--- src/rtl/owpv_pkg.sv ---
// ----------------------------------------------------------------------------
// owpv_pkg
// Types, widths, step codes and register defaults of the omni wheel PI block.
// ----------------------------------------------------------------------------
`default_nettype none

package owpv_pkg;

  localparam int NUM_WHEELS = 3;

  localparam int CfgIdxW  = 3;
  localparam int CfgDataW = 24;

  localparam int BodyW   = 26;  // wheel body velocity, Q.8
  localparam int MeasW   = 32;
  localparam int ErrW    = 40;  // saturated error, Q.8
  localparam int ProdW   = 50;  // lane multiplier product register
  localparam int SumW    = 64;  // recombined 40x24 product
  localparam int IntegW  = 34;  // integrator / output, Q17.16
  localparam int TorqueW = 17;

  // sin(60 deg) in Q0.16
  localparam logic [16:0] Sin60Q16 = 17'd56756;

  localparam logic signed [ErrW-1:0] ErrMax = {1'b0, {(ErrW-1){1'b1}}};

  typedef enum logic [CfgIdxW-1:0] {
    REG_PROP_GAIN   = 3'd0,
    REG_INTEG_GAIN  = 3'd1,
    REG_INTEG_LIMIT = 3'd2,
    REG_OUT_LIMIT   = 3'd3,
    REG_WHEEL_GAIN  = 3'd4
  } reg_idx_e;

  // Sequencer steps, one per cycle of an item; the last step holds while the output is stalled.
  typedef logic [3:0] step_t;
  localparam step_t STEP_VYS     = 4'd0;   // vy * sin60, base terms
  localparam step_t STEP_BODY    = 4'd1;   // per-wheel body velocity
  localparam step_t STEP_TGT_MUL = 4'd2;   // body * wheel_gain
  localparam step_t STEP_ERR     = 4'd3;   // target - meas, saturate
  localparam step_t STEP_I_LO    = 4'd4;   // err_lo * integ_gain
  localparam step_t STEP_I_HI    = 4'd5;   // err_hi * integ_gain
  localparam step_t STEP_I_SUM   = 4'd6;   // combine; err_lo * prop_gain
  localparam step_t STEP_INTEG   = 4'd7;   // integrator update; err_hi * prop_gain
  localparam step_t STEP_P_SUM   = 4'd8;   // combine proportional term
  localparam step_t STEP_OUT     = 4'd9;   // output sum and clamp
  localparam step_t STEP_TORQUE  = 4'd10;  // truncate toward zero, commit
  localparam step_t STEP_SEND    = 4'd11;  // merge into output register

  typedef logic signed [BodyW-1:0]   body_t;
  typedef logic signed [MeasW-1:0]   meas_t;
  typedef logic signed [TorqueW-1:0] torque_t;

  typedef struct packed {
    logic [23:0] prop_gain;
    logic [23:0] integ_gain;
    logic [15:0] integ_limit;
    logic [15:0] out_limit;
    logic [23:0] wheel_gain;
  } cfg_t;

  localparam cfg_t CfgReset = '{
    prop_gain:   24'd125829,
    integ_gain:  24'd1678,
    integ_limit: 16'd700,
    out_limit:   16'd1000,
    wheel_gain:  24'd116403
  };

  typedef struct packed {
    logic  busy;
    step_t step;
  } ctrl_t;

endpackage

`default_nettype wire

--- src/rtl/owpv_kin.sv ---
// ----------------------------------------------------------------------------
// owpv_kin
// Inverse kinematics: body x/y/turn velocity to per-wheel body velocity.
// ----------------------------------------------------------------------------
`default_nettype none

module owpv_kin import owpv_pkg::*; (
  input  wire logic               clk_i,
  input  wire ctrl_t              ctrl_i,
  input  wire logic signed [23:0] vx_i,
  input  wire logic signed [23:0] vy_i,
  input  wire logic signed [23:0] turn_i,
  output      body_t              body_o [NUM_WHEELS]
);

  logic signed [41:0] vys_d;
  logic signed [41:0] vys_q;
  logic signed [41:0] base_q;
  logic signed [24:0] rear_q;
  logic signed [41:0] left_sum;
  logic signed [41:0] right_sum;
  body_t              body_q [NUM_WHEELS];

  assign vys_d     = vy_i * $signed({1'b0, Sin60Q16});
  assign left_sum  = base_q - vys_q;
  assign right_sum = base_q + vys_q;

  always_ff @(posedge clk_i) begin
    if (ctrl_i.busy && ctrl_i.step == STEP_VYS) begin
      vys_q  <= vys_d;
      // turn * 65536 - vx * 32768
      base_q <= {{2{turn_i[23]}}, turn_i, 16'b0} - {{3{vx_i[23]}}, vx_i, 15'b0};
      rear_q <= {turn_i[23], turn_i} + {vx_i[23], vx_i};
    end
    if (ctrl_i.busy && ctrl_i.step == STEP_BODY) begin
      body_q[0] <= left_sum[41:16];
      body_q[1] <= right_sum[41:16];
      body_q[2] <= {rear_q[24], rear_q};
    end
  end

  assign body_o = body_q;

endmodule

`default_nettype wire

--- config.mk ---
export PLATFORM = sky130hd
export DESIGN_NAME = owpv_kin
export DESIGN_NICKNAME = d
export VERILOG_FILES = /design/src/rtl/owpv_pkg.sv /design/src/rtl/owpv_kin.sv
export SDC_FILE = /design/constraint.sdc
export NUM_CORES = 1
export LEC_CHECK = 0
export ABC_AREA = 1
export ABC_CLOCK_PERIOD_IN_PS = 10450
export BUFFER_PORTS_ARGS = -buffer_cell sky130_fd_sc_hd__buf_2
export CAP_MARGIN = 10
export CORE_MARGIN = 10
export CORE_UTILIZATION = 63
export DETAILED_ROUTE_END_ITERATION = 8
export HOLD_SLACK_MARGIN = 0.02
export PLACE_DENSITY = 0.9
export SLEW_MARGIN = 20
export SYNTH_ARGS = -nofsm -noshare
export SYNTH_HDL_FRONTEND = slang
export SYNTH_SLANG_ARGS = --single-unit
--- constraint.sdc ---
create_clock -name clk_i -period 10.45 [get_ports clk_i]
set_input_delay 0.5225 -clock clk_i [delete_from_list [all_inputs] [get_ports clk_i]]
set_output_delay 0.5225 -clock clk_i [all_outputs]
set_load 0.02 [all_outputs]
==> run summary <==
The run finished with clean final reports. Summed over all instances, the cell type with the most area after synthesis is edfxtp_1. The buffer depth of the longest clock path is 2. After synthesis the netlist holds a flip-flop and latch count of 167. The post-layout worst setup margin came out at 5.164 ns. On the final layout, the worst hold slack is 0.3667 ns.

The worst flop-to-flop path startpoint is vys_q[34]$_DFFE_PP_. The endpoint of the worst setup timing path is vys_q[37]$_DFFE_PP_. Summed over all layers, the routed wires come to 61.50 mm.

Clock skew on the completed layout was measured at 0.01102 ns. In the final layout, the share of cells above drive strength 1 is 0.07676. The detail-routed net length per standard cell came out at 18.81 um. Setup repair after global routing left no endpoint under its margin. The number of iterations in the first detailed-routing pass came out at 5.

In the final layout, flip-flops and latches occupy ~5000 um2. Among all flip-flop cells after synthesis, the most frequent one is edfxtp_1. The share of the synthesized area in the top cell type came out at 0.2421. Data arrives at the worst endpoint at around 5.5 ns. The clock sink count is 167.

The share of synthesized registers carrying an async set or reset is 0. The first-iteration detailed-routing DRC count came out at 1,611. The synthesized design contains 167 enable-type register cells.

The synthesized area divided by synthesized cell count came out at 7.803 um2. Relative to the synthesized area, the layout overhead comes to 8.748%. The final-report max-slew violation count is 0.

The kind of start point of the critical path is an input pin. After clock tree synthesis, the clock-pin slew on the worst setup and hold paths is 0.07 ns. The transition at the pin with the smallest max-transition slack is 0.9624 ns. The per-cell via count in the routed design is 5.485.

The sequential-to-total area share from yosys stat is 0.2421. The maximum number of pins on one net before global-route repair is 78. The floorplan step set the die width to 201.3 um. The maximum clock frequency is 189.2 MHz. The count of filler cells inserted in the layout is about 2,700. The number of antenna-violating nets in the routed design is 0. The total clock buffers created by CTS came out at 17.

The routability congestion estimate is 0.9837. The number of vias in the routed layout came out at 17,930. The placeable core region came out at 32,450 um2. The relative max-transition margin came out at 0.3584.

Yosys attributes the largest share of cell area to edfxtp_1 24%, fa_1 18%, ha_1 14%. The post-CTS setup buffer count is 0. The placement row count is 66. TritonCTS built the clock tree. The die boundary height came out at 201.3 um. Global routing finished with a remaining overflow of 0. The total area of multi-input combinational cells came out at approximately 13,000 um2. For this configuration, the core starts out at a cell density of 0.6381. The post-place setup slack is 4.706 ns. The wire length of the first global-routing pass is 97.41 mm. The worst register-to-register path ends at body_o[45]$_DFFE_PP_. The setup total negative slack is 0 ns. The min-delay analysis places its worst path in the category in -> reg. The synthesized netlist occupies a cell area of 20,710 um2. The synthesized netlist contains 41 unique library cells. The count of pins on the block boundary is 156.

The remaining routing DRC violations came out at 0. The highest fanout seen on the critical path is 19. The required time of the critical path is 10.65 ns. The worst setup path is captured at a register. The placed wire-length estimate after detailed placement is around 54 mm. The tree is rooted in a clkbuf_16. The final hold violation count was 0.

The number of synthesis warnings is 0. The via count of the first global-routing pass came out at roughly 18,000. The post-cts gate resize count came out at 0. The worst register-to-register path has a setup slack of 7.71 ns. The number of antenna repair diodes came out at 0. Leaving out fill and tap cells, the most frequent cells in the layout are 666 x inv_1, 608 x nand2_1, 232 x ha_1. The total die area is 40,530 um2. The number of antenna violations at the first check in global routing is 0. The synthesized netlist net count is roughly 3,100. Hold repair after CTS inserted 0 buffers.

The later-pin clock latency in the skew report came out at 0.45 ns. The number of levels in the clock H-tree came out at 4. The total routing resource utilization after global routing is 0.3038.

Of the available clock period, the critical path in the final layout requires 0.5058. The number of cells traversed by the worst register-to-register path came out at 9. The cell count after synthesis is ~2,700.

The number of buffer cells added on primary ports came out at roughly 160. Setup violations remaining at the end of the flow were counted as 0. The timing startpoint of the critical path is vy_i[23]. The post-route minimum period is 5.286 ns. The critical path is of the in -> reg type. The number of nets in the finished design is around 3,300.

Leaving out fill and tap cells, the most frequent cell in the layout is inv_1. The count of maximum capacitance violations is 0.
## critical path, stage by stage
cell and delay (ns):
buf_2 0.38, ha_1 0.43, fa_1 0.60, inv_1 0.07
fa_1 0.48, inv_1 0.06, fa_1 0.53, inv_1 0.06
fa_1 0.54, inv_1 0.06, fa_1 0.49, inv_1 0.04
ha_1 0.36, a21oi_1 0.22, o21ai_0 0.17, nand2_1 0.09
nand2_1 0.05, a21oi_1 0.16, nand2_1 0.07, nand2_1 0.06
nand2_1 0.05
## logic make-up after synthesis
group	after synthesis	share of synthesized area
buffers and inverters	683	0.1270
flip-flops	167	0.2421
AND/OR/NAND/NOR	1019	0.2034
adder cells (fa/ha/maj)	414	0.3161
XOR/XNOR	92	0.03891
AO/OA/AOI/OAI	279	0.07250
## registers in the layout, indices dropped and copies added, names as in the netlist
name and count:
rear_q 25, base_q 26, body_o 77, vys_q 39
## stage by stage
stage	instance area (um2)	utilization	std cells
after floorplan	20710	-	2654
after global placement	21940	0.6762	3237
after detailed placement	21940	0.6762	3237
after CTS	22520	0.6940	3269
after global routing	22520	0.6940	3269
final	22520	0.6940	3269
## worst min-delay path by stage
stage,from,slack (ns),end,depth (start not counted)
floorplan,rear_q[0]$_DFFE_PP_,0.40,body_o[0]$_DFFE_PP_,0
global placement,rear_q[0]$_DFFE_PP_,0.40,body_o[0]$_DFFE_PP_,0
detailed placement,rear_q[5]$_DFFE_PP_,0.40,body_o[5]$_DFFE_PP_,0
CTS,vx_i[0],0.36,base_q[15]$_DFFE_PP_,1
global route,vx_i[0],0.36,base_q[15]$_DFFE_PP_,1
finish,vx_i[0],0.37,base_q[15]$_DFFE_PP_,1
## cell type report
class                           count  share of cell area
Timing Repair Buffer              158             0.03544
Multi-Input combinational cell   1804              0.5807
Tap cell                          442             0.02456
Clock inverter                     15            0.006778
Inverter                          666              0.1110
Sequential cell                   167              0.2227
Clock buffer                       17             0.01889
## metal layers
layer | up-vias | routed length [um] | global-route usage
met5 | - | 0 | 0
met4 | 0 | 2802 | 0.1372
met3 | 153 | 4074 | 0.04659
met2 | 753 | 30270 | 0.5332
met1 | 8451 | 24350 | 0.3614
li1 | 8574 | - | -
## cell usage after synthesis (4+ instances only)
| master | number |
|---|---|
| nand2_2 | 4 |
| nand3_2 | 4 |
| xor2_1 | 71 |
| a21oi_1 | 157 |
| a21o_1 | 5 |
| nor2_2 | 9 |
| nor2_1 | 200 |
| nand3_1 | 111 |
| o21a_1 | 5 |
| o21ai_0 | 81 |
| edfxtp_1 | 167 |
| buf_6 | 6 |
| nand4_1 | 38 |
| ha_1 | 232 |
| buf_2 | 6 |
| fa_1 | 182 |
| o21bai_1 | 14 |
| xnor2_1 | 21 |
| nand2_1 | 608 |
| nor3_1 | 28 |
| inv_1 | 666 |
Power is not shown: default switching activity piles up to over one toggle a cycle in this logic, so the estimate is an artifact.
